==> config.mk <==
export PLATFORM = sky130hd
export DESIGN_NAME = button_hold_repeat_events_core
export DESIGN_NICKNAME = d
export VERILOG_FILES = /design/src/rtl/core/bhr_pkg.sv /design/src/rtl/core/bhr_front.sv /design/src/rtl/core/bhr_queue.sv /design/src/rtl/core/bhr_back.sv /design/src/rtl/core/button_hold_repeat_events_core.sv
export SDC_FILE = /design/constraint.sdc
export NUM_CORES = 1
export LEC_CHECK = 0
export ABC_AREA = 1
export BUFFER_PORTS_ARGS = -buffer_cell sky130_fd_sc_hd__buf_2
export CAP_MARGIN = 0
export CORE_UTILIZATION = 62
export DETAILED_ROUTE_END_ITERATION = 6
export GPL_ROUTABILITY_DRIVEN = 0
export HOLD_SLACK_MARGIN = 0.03
export PLACE_DENSITY = 0.79
export SLEW_MARGIN = 20
export SYNTH_ARGS = -nofsm -noshare
export SYNTH_HDL_FRONTEND = slang
export SYNTH_SLANG_ARGS = --single-unit
export TNS_END_PERCENT = 20
==> constraint.sdc <==
create_clock -name clock -period 10.3 [get_ports clock]
set_input_delay 0 -clock clock [delete_from_list [all_inputs] [get_ports clock]]
set_output_delay 0 -clock clock [all_outputs]
set_load 0.01 [all_outputs]
==> src/rtl/core/bhr_pkg.sv <==
// Shared types and codes for the button hold and auto-repeat event block.
package bhr_pkg;

   // Operation codes carried in req_tuser
   localparam logic [1:0] OP_SAMPLE  = 2'd0;
   localparam logic [1:0] OP_INHIBIT = 2'd1;
   localparam logic [1:0] OP_STARTUP = 2'd2;

   // Button identifiers; none marks a free owner slot
   localparam logic [2:0] BTN_NONE   = 3'd0;
   localparam logic [2:0] BTN_SELECT = 3'd1;
   localparam logic [2:0] BTN_ALT    = 3'd2;
   localparam logic [2:0] BTN_UP     = 3'd3;
   localparam logic [2:0] BTN_DOWN   = 3'd4;

   // Event kinds carried in rsp_tuser
   localparam logic [1:0] KIND_RELEASE = 2'd0;
   localparam logic [1:0] KIND_PRESS   = 2'd1;
   localparam logic [1:0] KIND_SHORT   = 2'd2;
   localparam logic [1:0] KIND_LONG    = 2'd3;

   // Hold levels
   localparam logic [2:0] LVL_NONE    = 3'd0;
   localparam logic [2:0] LVL_SHORT   = 3'd2;
   localparam logic [2:0] LVL_LONG    = 3'd3;
   localparam logic [2:0] LVL_INHIBIT = 3'd4;

   // Register indexes on the csr port
   localparam logic [2:0] REG_SHORT_HOLD  = 3'd0;
   localparam logic [2:0] REG_LONG_HOLD   = 3'd1;
   localparam logic [2:0] REG_SLOW_REPEAT = 3'd2;
   localparam logic [2:0] REG_FAST_REPEAT = 3'd3;
   localparam logic [2:0] REG_REPEAT_EN   = 3'd4;

   // Event mask bit positions, in emission order
   localparam int EV_PRESS   = 0;
   localparam int EV_HOLD    = 1;
   localparam int EV_REPEAT  = 2;
   localparam int EV_RELEASE = 3;
   localparam int EV_COUNT   = 4;

   localparam int QUEUE_DEPTH = 4;
   localparam int QPTR_BITS   = $clog2(QUEUE_DEPTH);
   localparam int QCNT_BITS   = $clog2(QUEUE_DEPTH + 1);

   typedef struct packed {
      logic [15:0] short_hold_ms;
      logic [15:0] long_hold_ms;
      logic [15:0] slow_repeat_ms;
      logic [15:0] fast_repeat_ms;
      logic        updown_repeat_enable;
   } bhr_cfg_type;

   typedef struct packed {
      logic [2:0]          button;
      logic                hold_long;
      logic [EV_COUNT-1:0] ev_mask;
   } bhr_entry_type;

   typedef struct packed {
      logic                 full;
      logic                 head_valid;
      logic [QCNT_BITS-1:0] count;
   } bhr_qstat_type;

endpackage

==> src/rtl/core/bhr_front.sv <==
// Front end: tracks button ownership and hold timing, classifies each sample into an event set.
module bhr_front
   import bhr_pkg::*;
#(
   parameter int TIME_BITS = 32
) (
   input  logic          clock,
   input  logic          reset,
   input  bhr_cfg_type   cfg,
   input  logic          accept,
   input  logic [1:0]    operation,
   input  logic [2:0]    button_id,
   input  logic          pressed,
   input  logic [31:0]   now_ms,
   output logic          push,
   output bhr_entry_type entry
);

   logic [2:0]           owner_ff, owner_in;
   logic [2:0]           level_ff, level_in;
   logic [TIME_BITS-1:0] ptime_ff, ptime_in;
   logic [TIME_BITS-1:0] rtime_ff, rtime_in;

   logic [TIME_BITS-1:0] now_t, ptime_eff, held, gap, interval;
   logic [2:0]           level_eff, level_after;
   logic                 is_sample, take, match, long_hit, short_hit, rep, rel, is_updown;

   always_comb begin
      now_t     = TIME_BITS'(now_ms);
      is_sample = (operation == OP_SAMPLE) && (button_id inside {[BTN_SELECT:BTN_DOWN]});
      is_updown = (button_id == BTN_UP) || (button_id == BTN_DOWN);
      take      = is_sample && (owner_ff == BTN_NONE) && pressed;
      level_eff = take ? LVL_NONE : level_ff;
      ptime_eff = take ? now_t : ptime_ff;
      match     = is_sample && pressed && (take || (owner_ff == button_id));
      held      = now_t - ptime_eff;
      long_hit  = match && (held >= TIME_BITS'(cfg.long_hold_ms)) && (level_eff < LVL_LONG);
      short_hit = match && !long_hit && (held >= TIME_BITS'(cfg.short_hold_ms))
                  && (level_eff < LVL_SHORT);
      level_after = long_hit ? LVL_LONG : (short_hit ? LVL_SHORT : level_eff);
      // a short hold restarts the repeat timer in the same sample
      gap       = short_hit ? '0 : (now_t - rtime_ff);
      interval  = (level_after == LVL_LONG) ? TIME_BITS'(cfg.fast_repeat_ms)
                                            : TIME_BITS'(cfg.slow_repeat_ms);
      rep       = match && cfg.updown_repeat_enable && is_updown
                  && (level_after >= LVL_SHORT) && (gap >= interval);
      rel       = is_sample && !pressed && (owner_ff == button_id);

      owner_in = owner_ff;
      level_in = level_ff;
      ptime_in = ptime_eff;
      rtime_in = (short_hit || rep) ? now_t : rtime_ff;
      if (operation == OP_INHIBIT) begin
         level_in = LVL_INHIBIT;
      end else if (operation == OP_STARTUP) begin
         owner_in = BTN_SELECT;
         level_in = LVL_INHIBIT;
      end else if (take) begin
         owner_in = button_id;
         level_in = level_after;
      end else if (match) begin
         level_in = level_after;
      end else if (rel) begin
         owner_in = BTN_NONE;
         level_in = LVL_NONE;
      end

      entry.button               = button_id;
      entry.hold_long            = long_hit;
      entry.ev_mask[EV_PRESS]    = take;
      entry.ev_mask[EV_HOLD]     = long_hit || short_hit;
      entry.ev_mask[EV_REPEAT]   = rep;
      entry.ev_mask[EV_RELEASE]  = rel && (level_ff < LVL_INHIBIT);
      push = accept && (|entry.ev_mask);
   end

   always_ff @(posedge clock) begin
      if (reset) begin
         owner_ff <= BTN_NONE;
         level_ff <= LVL_NONE;
         ptime_ff <= '0;
         rtime_ff <= '0;
      end else if (accept) begin
         owner_ff <= owner_in;
         level_ff <= level_in;
         ptime_ff <= ptime_in;
         rtime_ff <= rtime_in;
      end
   end

endmodule

==> src/rtl/core/bhr_queue.sv <==
// Short FIFO of classified event sets between the front and back ends.
module bhr_queue
   import bhr_pkg::*;
(
   input  logic          clock,
   input  logic          reset,
   input  logic          push,
   input  bhr_entry_type push_entry,
   input  logic          pop,
   output bhr_entry_type head,
   output bhr_qstat_type stat
);

   bhr_entry_type        mem_ff [QUEUE_DEPTH];
   logic [QPTR_BITS-1:0] wptr_ff, wptr_in;
   logic [QPTR_BITS-1:0] rptr_ff, rptr_in;
   logic [QCNT_BITS-1:0] count_ff, count_in;

   always_comb begin
      wptr_in  = push ? wptr_ff + 1'b1 : wptr_ff;
      rptr_in  = pop  ? rptr_ff + 1'b1 : rptr_ff;
      count_in = count_ff;
      if (push && !pop) begin
         count_in = count_ff + 1'b1;
      end else if (pop && !push) begin
         count_in = count_ff - 1'b1;
      end
      head            = mem_ff[rptr_ff];
      stat.count      = count_ff;
      stat.full       = (count_ff == QCNT_BITS'(QUEUE_DEPTH));
      stat.head_valid = (count_ff != '0);
   end

   always_ff @(posedge clock) begin
      if (reset) begin
         wptr_ff  <= '0;
         rptr_ff  <= '0;
         count_ff <= '0;
      end else begin
         wptr_ff  <= wptr_in;
         rptr_ff  <= rptr_in;
         count_ff <= count_in;
      end
   end

   always_ff @(posedge clock) begin
      if (push) begin
         mem_ff[wptr_ff] <= push_entry;
      end
   end

endmodule

==> src/rtl/core/bhr_back.sv <==
// Back end: expands the head event set into single events on a registered output.
module bhr_back
   import bhr_pkg::*;
(
   input  logic          clock,
   input  logic          reset,
   input  bhr_entry_type head,
   input  logic          head_valid,
   output logic          pop,
   output logic          rsp_valid,
   input  logic          rsp_ready,
   output logic [2:0]    rsp_button,
   output logic [1:0]    rsp_kind,
   output logic          rsp_last
);

   logic [EV_COUNT-1:0] done_ff, done_in;
   logic                valid_ff, valid_in;
   logic [2:0]          button_ff;
   logic [1:0]          kind_ff, kind_in;
   logic                last_ff, last_in;

   logic [EV_COUNT-1:0] remaining, pick;
   logic                load;

   always_comb begin
      load      = head_valid && (!valid_ff || rsp_ready);
      remaining = head.ev_mask & ~done_ff;
      pick      = remaining & (~remaining + 1'b1);
      last_in   = ((remaining & ~pick) == '0);
      if (pick[EV_HOLD]) begin
         kind_in = head.hold_long ? KIND_LONG : KIND_SHORT;
      end else if (pick[EV_RELEASE]) begin
         kind_in = KIND_RELEASE;
      end else begin
         kind_in = KIND_PRESS;
      end
      pop      = load && last_in;
      done_in  = done_ff;
      valid_in = valid_ff;
      if (load) begin
         done_in  = last_in ? '0 : (done_ff | pick);
         valid_in = 1'b1;
      end else if (rsp_ready) begin
         valid_in = 1'b0;
      end
   end

   always_ff @(posedge clock) begin
      if (reset) begin
         done_ff  <= '0;
         valid_ff <= 1'b0;
      end else begin
         done_ff  <= done_in;
         valid_ff <= valid_in;
      end
   end

   always_ff @(posedge clock) begin
      if (load) begin
         button_ff <= head.button;
         kind_ff   <= kind_in;
         last_ff   <= last_in;
      end
   end

   assign rsp_valid  = valid_ff;
   assign rsp_button = button_ff;
   assign rsp_kind   = kind_ff;
   assign rsp_last   = last_ff;

endmodule

==> src/rtl/core/button_hold_repeat_events_core.sv <==
// Top level of the button hold and auto-repeat event block.
//
// req channel: one button sample or command per transaction. req_tuser holds the
// operation (sample, inhibit, startup claim); req_tdata holds button id, level and
// the millisecond timestamp. rsp channel: one event per transaction, button in
// rsp_tdata, event kind in rsp_tuser, rsp_tlast on the final event of a sample.
// A sample yields zero to three events; commands yield none.
// The front end classifies a sample in the cycle it is accepted, so a new sample
// can be taken every cycle while the four-entry event queue has room. The back
// end sends one event per cycle while the receiver is ready; with the queue and
// output idle, a sample passes through the queue entry and then the output
// register before rsp_tvalid rises; the single output register sets the event rate.
// When the receiver stalls, the output register holds, the queue fills and req_tready
// drops once it is full. Reset (synchronous) clears ownership, hold level and both
// timestamps, empties the queue and restores the register defaults. The user must
// make csr writes only while idle; the block itself does not enforce this.
module button_hold_repeat_events_core
   import bhr_pkg::*;
#(
   parameter int TIME_BITS = 32
) (
   input  logic        clock,
   input  logic        reset,
   input  logic        req_tvalid,
   output logic        req_tready,
   input  logic [39:0] req_tdata,   // button_id[2:0], pressed[3], now_ms[35:4], zero pad
   input  logic [1:0]  req_tuser,   // operation[1:0]
   output logic        rsp_tvalid,
   input  logic        rsp_tready,
   output logic [7:0]  rsp_tdata,   // event_button[2:0], zero pad
   output logic [1:0]  rsp_tuser,   // event_kind[1:0]
   output logic        rsp_tlast,
   input  logic        csr_wr_en,
   input  logic [2:0]  csr_index,
   input  logic [15:0] csr_wdata
);

   bhr_cfg_type   cfg_ff, cfg_in;
   bhr_entry_type push_entry, head;
   bhr_qstat_type qstat;
   logic          accept, push, pop;
   logic [2:0]    rsp_button;

   always_comb begin
      cfg_in = cfg_ff;
      if (csr_wr_en) begin
         case (csr_index)
            REG_SHORT_HOLD:  cfg_in.short_hold_ms        = csr_wdata;
            REG_LONG_HOLD:   cfg_in.long_hold_ms         = csr_wdata;
            REG_SLOW_REPEAT: cfg_in.slow_repeat_ms       = csr_wdata;
            REG_FAST_REPEAT: cfg_in.fast_repeat_ms       = csr_wdata;
            REG_REPEAT_EN:   cfg_in.updown_repeat_enable = csr_wdata[0];
            default:         cfg_in = cfg_ff;
         endcase
      end
   end

   always_ff @(posedge clock) begin
      if (reset) begin
         cfg_ff.short_hold_ms        <= 16'd1000;
         cfg_ff.long_hold_ms         <= 16'd3000;
         cfg_ff.slow_repeat_ms       <= 16'd125;
         cfg_ff.fast_repeat_ms       <= 16'd20;
         cfg_ff.updown_repeat_enable <= 1'b1;
      end else begin
         cfg_ff <= cfg_in;
      end
   end

   assign req_tready = !qstat.full;
   assign accept     = req_tvalid && req_tready;

   bhr_front #(
      .TIME_BITS (TIME_BITS)
   ) u_front (
      .clock     (clock),
      .reset     (reset),
      .cfg       (cfg_ff),
      .accept    (accept),
      .operation (req_tuser),
      .button_id (req_tdata[2:0]),
      .pressed   (req_tdata[3]),
      .now_ms    (req_tdata[35:4]),
      .push      (push),
      .entry     (push_entry)
   );

   bhr_queue u_queue (
      .clock      (clock),
      .reset      (reset),
      .push       (push),
      .push_entry (push_entry),
      .pop        (pop),
      .head       (head),
      .stat       (qstat)
   );

   bhr_back u_back (
      .clock      (clock),
      .reset      (reset),
      .head       (head),
      .head_valid (qstat.head_valid),
      .pop        (pop),
      .rsp_valid  (rsp_tvalid),
      .rsp_ready  (rsp_tready),
      .rsp_button (rsp_button),
      .rsp_kind   (rsp_tuser),
      .rsp_last   (rsp_tlast)
   );

   assign rsp_tdata = {5'd0, rsp_button};

   // never pop an empty queue
   a_pop_nonempty: assert property (@(posedge clock) disable iff (reset)
      pop |-> qstat.head_valid)
      else $error("event queue popped while empty");

   // never push into a full queue
   a_push_room: assert property (@(posedge clock) disable iff (reset)
      push |-> !qstat.full)
      else $error("event queue pushed while full");

   // a queued event set shows up as queue occupancy next cycle
   a_push_visible: assert property (@(posedge clock) disable iff (reset)
      push |=> qstat.head_valid)
      else $error("pushed event set missing from queue");

   // the last event of a set leaves the queue when it is loaded
   a_last_pops: assert property (@(posedge clock) disable iff (reset)
      (rsp_tvalid && rsp_tlast && !$past(rsp_tvalid && !rsp_tready) && !$past(reset))
      |-> $past(pop))
      else $error("final event loaded without releasing its queue entry");

endmodule
==> results of run 1 <==
## timing repair
item	CTS	global route
hold buffers	58	0
gates resized for setup	0	0
endpoints found under the hold margin	126	0
## routing by layer
metal	global-route usage [%]	part of all wire [%]	vias up
met2	54.95	47	445
met1	42.29	44	5751
met5	0	0	-
li1	-	-	6315
met3	4.845	6.1	74
met4	11.08	2.6	0
## metrics by stage
stage               hold slack [ns]  total power, mW  cells
floorplan                   0.09887            1.574   1854
global placement             0.2581            1.773   2139
detailed placement           0.2644            1.801   2139
CTS                         0.06238            2.502   2229
global route                 0.1232            2.680   2229
finish                      0.07605            2.514   2229
## cells in the mapped netlist (all sizes together) (8+ instances only)
master	count
nand2	352
nor3	20
clkbuf	36
a21o	8
nor2	199
ha	115
o21ai	156
xor2	28
nand3	96
a211oi	9
o21bai	8
a21oi	210
nand4	24
xnor2	17
edfxtp	38
inv	280
dfxtp	149
buf	25
o211ai	32
## worst max-delay path, delay by kind of cell
kind | cells | cell delay (ns)
adder cells (fa/ha/maj) | 5 | 1.65
AO/OA/AOI/OAI | 15 | 2.68
XOR/XNOR | 1 | 0.29
AND/OR/NAND/NOR | 26 | 3.25
buffers and inverters | 8 | 1.49
## final cells by class
type / instances / area (µm²)
Multi-Input combinational cell: 1322 / 7555
Sequential cell: 187 / 4124
Fill cell: 1686 / 5819
Timing Repair Buffer: 134 / 978.4
Inverter: 284 / 1070
Clock inverter: 15 / 185.2
Clock buffer: 17 / 425.4
Tap cell: 270 / 337.8
## power groups by stage
| stage | Combinational, mW | Clock, mW | Sequential [mW] |
|---|---|---|---|
| final | 0.962 | 0.686 | 0.866 |
| after global routing | 1.08 | 0.721 | 0.875 |
| after CTS | 0.944 | 0.693 | 0.866 |
| after detailed placement | 0.920 | 0 | 0.882 |
| after global placement | 0.895 | 0 | 0.878 |
| after floorplan | 0.699 | 0 | 0.875 |
## logic make-up (layout without fill, tap and decap cells)
logic type	count (synthesis)	after routing	synth area share, %
AND/OR/NAND/NOR	706	706	23.48
other	1	5	0.02864
XOR/XNOR	45	45	3.011
AO/OA/AOI/OAI	448	448	19.62
flip-flops	187	187	31.50
buffers and inverters	345	450	10.91
adder cells (fa/ha/maj)	118	118	11.45
## registers in the layout (all words and copies together) (netlist names), 4 cells and up, named ones only
signal	cells
cfg_ff	65
u_front.ptime_ff	32
u_front.rtime_ff	32
u_queue.mem_ff	32
u_back.done_ff	4
## path summary, 6_finish.rpt
| check | end | cells past startpoint | slack (ns) |
|---|---|---|---|
| worst max-delay path | u_queue.count_ff[1] | 55 | 1.25 |
| worst min-delay path | u_front.level_ff[2] | 4 | 0.08 |
| worst max register to register | u_queue.count_ff[1] | 54 | 1.27 |
| worst min register to register | cfg_ff[11] | 2 | 0.46 |
## cell usage in the layout, fill, tap and decap left out, types with 5 or more instances in the layout
cell | synthesis | final
o21ai_0 | 153 | 153
dfxtp_1 | 149 | 149
conb_1 | 1 | 5
clkbuf_16 | 0 | 17
a31oi_1 | 6 | 6
a21oi_2 | 31 | 31
buf_4 | 9 | 7
a21oi_1 | 179 | 179
inv_1 | 274 | 273
a211oi_1 | 9 | 9
nand3_1 | 83 | 83
a21o_1 | 8 | 8
dlygate4sd3_1 | 0 | 58
edfxtp_1 | 38 | 38
nor3_1 | 20 | 20
nand2_1 | 334 | 334
inv_8 | 0 | 7
buf_2 | 4 | 69
o211ai_1 | 32 | 32
nand3_2 | 13 | 13
o21bai_1 | 8 | 8
nor2_1 | 193 | 193
nand4_1 | 23 | 23
nor2_2 | 5 | 5
nor4_1 | 5 | 5
nand3b_1 | 5 | 5
ha_1 | 115 | 115
xnor2_1 | 17 | 17
inv_2 | 6 | 6
nand2_2 | 14 | 14
o22ai_1 | 6 | 6
xor2_1 | 28 | 28
==> summary.md, run 1 <==
| Metric | Value |
|---|---|
| Total CTS buffers | `17` |
| Via count | `12.59k` |
| First-pass DRT Iterations | `7` |
| Largest area contributor in the netlist | `dfxtp_1` |
| Number of diodes | `0` |
| Reg-to-Reg Start | `u_front.owner_ff[1]` |
| Synth area leaders | `dfxtp_1, ha_1, nand2_1, edfxtp_1, inv_1` |
| Setup WS pre-CTS | `1.369 ns` |
| Dominant synthesized flop cell | `dfxtp_1` |
| Max_cap viols | `0` |
| Vias in the first global route | `11.93k` |
| P_sw | `1.013 mW` |
| Synthesized area | `0.01309 mm²` |
| Failing checks | `DRC` |
| Final hold violations | `0` |
| Syn avg cell area | `7.076 µm²` |
| Post-Syn Instances | `1850` |
| Final TNS setup | `0 ns` |
| Layout cells sized above 1 | `9.750%` |
| Detailed Place HPWL | `24650 µm` |
| Die ar. | `0.02170 mm²` |
| Relative slew slack | `46.99%` |
| I/O pins | `79` |
| Vias per cell | `5.646` |
| Post-DR wirelength/cell | `15.42 µm` |
| CP max-delay cell | `dlygate4sd3_1` |
| Async SR Flop Fraction | `0%` |
| Largest net degree at the start of global routing | `73` |
| Port bufs | `69` |
| PD cells | `171.3 mW/mm²` |
| First-pass GRT wire length | `56880 µm` |
| Sw Ratio | `40.29%` |
| Rows | `52` |
| DR DRC count | `2` |
| WS Path Type | `input port to flop` |
| Area Growth Syn to Fin | `12.10%` |
| Clk sinks | `187` |
| Outcome | `finished with violations` |
| Seq/Total Area, Yosys | `31.50%` |
| Initial antenna violation count | `0` |
| Synthesis warning total | `0` |
| # Post-CTS Setup Buffers | `0` |
| Routed WL | `34370 µm` |
| # H-tree levels | `4` |
| Maximum VDD drop | `0.1159 mV` |
| Fin crit share | `87.84%` |
| Critical Path Max Stage Delay | `0.55 ns` |
| Final #Nets | `2130` |
| Post-synth top area share | `22.79%` |
| Initial drt markers | `1019` |
| Tot GR Track Use | `32.52%` |
| Peak Freq | `110.5 MHz` |
| Clk pin slew, worst setup/hold paths | `0.08 ns` |
| P_int | `1.501 mW` |
| Launching element type of the critical path | `input port` |
| Min-delay src | `req_tuser[0]` |
| Initial Util | `63.88%` |
| Data arrival, critical path | `9.37 ns` |
| Cell mode on critical path | `nand2_1` |
| Clock power frac | `27.3%` |
| Post-Layout Inst Area | `0.01468 mm²` |
| Fin crit period | `9.048 ns` |
| Later-pin clock latency in the skew report | `0.45 ns` |
| Clock Tree Root | `clkbuf_16` |
| Logic gate share of total power | `38.3%` |
| Setup crit start | `req_tdata[1]` |
| Max-slew violation count | `0` |
| Die width | `147.3 µm` |
| Power share of the sequential group | `34.4%` |
| Grt total ovfl | `0` |
| Routed Antenna Nets | `0` |
| Die Height | `147.3 µm` |
| Placed cell area | `0.01348 mm²` |
| Slew @ Worst Pin | `0.7951 ns` |
| Core area | `0.02049 mm²` |
| Flops & latches, synth | `187` |
| Setup Skew | `0.01354 ns` |
| CP Capture Type | `flop` |
| Tightest Hold Check Type | `input port to flop` |
| Final core occ | `71.61%` |
| Setup-failing EPs final | `0` |
| Static Leakage | `6.703 nW` |
| Post-synth EDFFs | `38` |
| Final worst slack | `1.252 ns` |
| Distinct cells, synth | `52` |
| Worst EP required | `10.63 ns` |
| Worst-case clock buffer depth | `2` |
| Crit-path max FO | `32` |
| RSZ-0062 raised after global routing | `false` |
| CTS tree | `yes` |
Note: power is estimated with default switching activity, not from simulation.
==> run 2, diff against run 1 <==
--- a/config.mk
+++ b/config.mk
@@ -8,11 +8,12 @@
 export ABC_AREA = 1
 export BUFFER_PORTS_ARGS = -buffer_cell sky130_fd_sc_hd__buf_2
 export CAP_MARGIN = 0
-export CORE_UTILIZATION = 62
+export CORE_UTILIZATION = 43
 export DETAILED_ROUTE_END_ITERATION = 6
 export GPL_ROUTABILITY_DRIVEN = 0
+export GPL_TIMING_DRIVEN = 0
 export HOLD_SLACK_MARGIN = 0.03
-export PLACE_DENSITY = 0.79
+export PLACE_DENSITY = 0.58
 export SLEW_MARGIN = 20
 export SYNTH_ARGS = -nofsm -noshare
 export SYNTH_HDL_FRONTEND = slang
==> summary.md, run 2 (synthesis results as in run 1) <==
| Metric | Value |
|---|---|
| Outcome | `complete, no violations` |
| Vias in the first global route | `11.68k` |
| Total CTS buffers | `17` |
| Min-delay src | `req_tdata[4]` |
| Tot GR Track Use | `24.89%` |
| Maximum VDD drop | `0.1467 mV` |
| Via count | `12.31k` |
| Slew @ Worst Pin | `1.057 ns` |
| Flip-flop count of the largest register after layout | `65` |
| I/O pins | `79` |
| PD cells | `167.8 mW/mm²` |
| WS Path Type | `flop to flop` |
| Placed cell area | `0.01393 mm²` |
| Launching element type of the critical path | `flop` |
| Global routing usage on met2 | `41.39%` |
| Setup-failing EPs final | `0` |
| Initial drt markers | `904` |
| Number of fill cells in the layout | `3084` |
| Clock Tree Root | `clkbuf_16` |
| Initial Util | `43.94%` |
| Core area | `0.02980 mm²` |
| Data arrival, critical path | `9.64 ns` |
| RSZ-0062 raised after global routing | `false` |
| Layout cells sized above 1 | `10.20%` |
| Die ar. | `0.03115 mm²` |
| Final TNS setup | `0 ns` |
| Setup crit start | `u_front.owner_ff[1]` |
| Setup Skew | `0.01858 ns` |
| Non-filler cells, final | `2399` |
| Die Height | `176.5 µm` |
| CP max-delay cell | `fa_1` |
| Cell mode on critical path | `nand2_1` |
| Rows | `63` |
| Clk pin slew, worst setup/hold paths | `0.08 ns` |
| Met1 Resource Use GR | `33.88%` |
| Max-slew violation count | `0` |
| Clk sinks | `187` |
| Worst EP required | `10.63 ns` |
| Final #Nets | `2180` |
| Static Leakage | `6.831 nW` |
| Most common cell after layout, fill and taps aside | `nand2_1` |
| Relative slew slack | `28.96%` |
| Busiest layer in global routing | `met2` |
| Area Growth Syn to Fin | `15.43%` |
| Fin crit share | `90.35%` |
| Biggest register | `cfg_ff` |
| CTS tree | `yes` |
| Port bufs | `68` |
| Initial antenna violation count | `2` |
| Peak Freq | `107.5 MHz` |
| Tightest Hold Check Type | `input port to flop` |
| Largest net degree at the start of global routing | `21` |
| Crit-path max FO | `13` |
| CP Capture Type | `flop` |
| Routed Antenna Nets | `0` |
| First-pass GRT wire length | `60270 µm` |
| DR DRC count | `0` |
| Max_cap viols | `0` |
| Fin crit period | `9.306 ns` |
| Commonest non-fill, non-tap cells in the layout | `nand2_1, inv_1, nor2_1, a21oi_1, o21ai_0` |
| Number of diodes | `0` |
| Final hold violations | `0` |
| Routed WL | `38120 µm` |
| Post-Layout Inst Area | `0.01511 mm²` |
| Vias per cell | `5.132` |
| Later-pin clock latency in the skew report | `0.45 ns` |
| Post-Place Cells | `2312` |
| Reg-to-Reg Start | `u_front.owner_ff[1]` |
| Grt total ovfl | `0` |
| # H-tree levels | `4` |
| GR Layer Usage met3 | `2.735%` |
| Die width | `176.5 µm` |
| First-pass DRT Iterations | `7` |
| Worst-case clock buffer depth | `2` |
| Post-DR wirelength/cell | `15.89 µm` |
| Critical Path Max Stage Delay | `0.41 ns` |
| Detailed Place HPWL | `29980 µm` |
| # Post-CTS Setup Buffers | `0` |
## run 2: report_power, final
group	switching, mW	total (mW)	internal [mW]
clock network	0.340	0.693	0.353
registers	0.0302	0.856	0.826
logic	0.634	0.986	0.352
## run 2: routing by layer
layer | part of all wire (%) | vias to the layer above
met3 | 3.8 | 60
met2 | 45 | 263
met5 | 0 | -
met4 | 2.1 | 0
met1 | 49 | 5580
li1 | - | 6408
## run 2: area by class of cell
class / count / area, µm² / share of cell area [%]
clock buffers: 17 / 425.4 / 2.815
repair buffers: 123 / 890.9 / 5.896
multi-input cells: 1322 / 7561 / 50.04
plain buffers: 61 / 362.8 / 2.401
clock inverters: 15 / 192.7 / 1.275
inverters: 284 / 1066 / 7.055
flip-flops and latches: 187 / 4124 / 27.29
well taps: 390 / 488.0 / 3.229
## run 2: final timing paths
kind	to	slack (ns)	depth (start not counted)
setup reg to reg	u_queue.count_ff[1]	0.99	59
setup / recovery	u_queue.count_ff[1]	0.99	59
hold / removal	u_front.rtime_ff[0]	0.05	5
hold reg to reg	u_back.done_ff[3]	0.46	2
## run 2: critical path: cells and delay by family, from the launching register on
family          cells  cell delay (ns)
flops               1             0.36
xor+xnor            1             0.30
compound gates     17             2.41
buf+inv            11             1.83
fa+ha+maj           5             1.56
simple gates       25             2.70
## run 2: metrics by stage
stage	hold WS (ns)	power [mW]	util [%]	setup WS, ns
after floorplan	0.09887	1.574	-	2.927
after global placement	0.2815	1.816	46.77	0.8982
after detailed placement	0.2847	1.833	46.77	0.9333
after CTS	0.03137	2.545	50.69	0.8720
after global routing	0.07057	2.723	50.71	0.1182
final	0.05275	2.535	50.71	0.9940
## run 2: what timing repair did
item	4_1_cts	5_1_grt
hold buffers	55	0
gates resized for setup	0	3
hold endpoints to repair	114	0
setup endpoints to repair	0	2
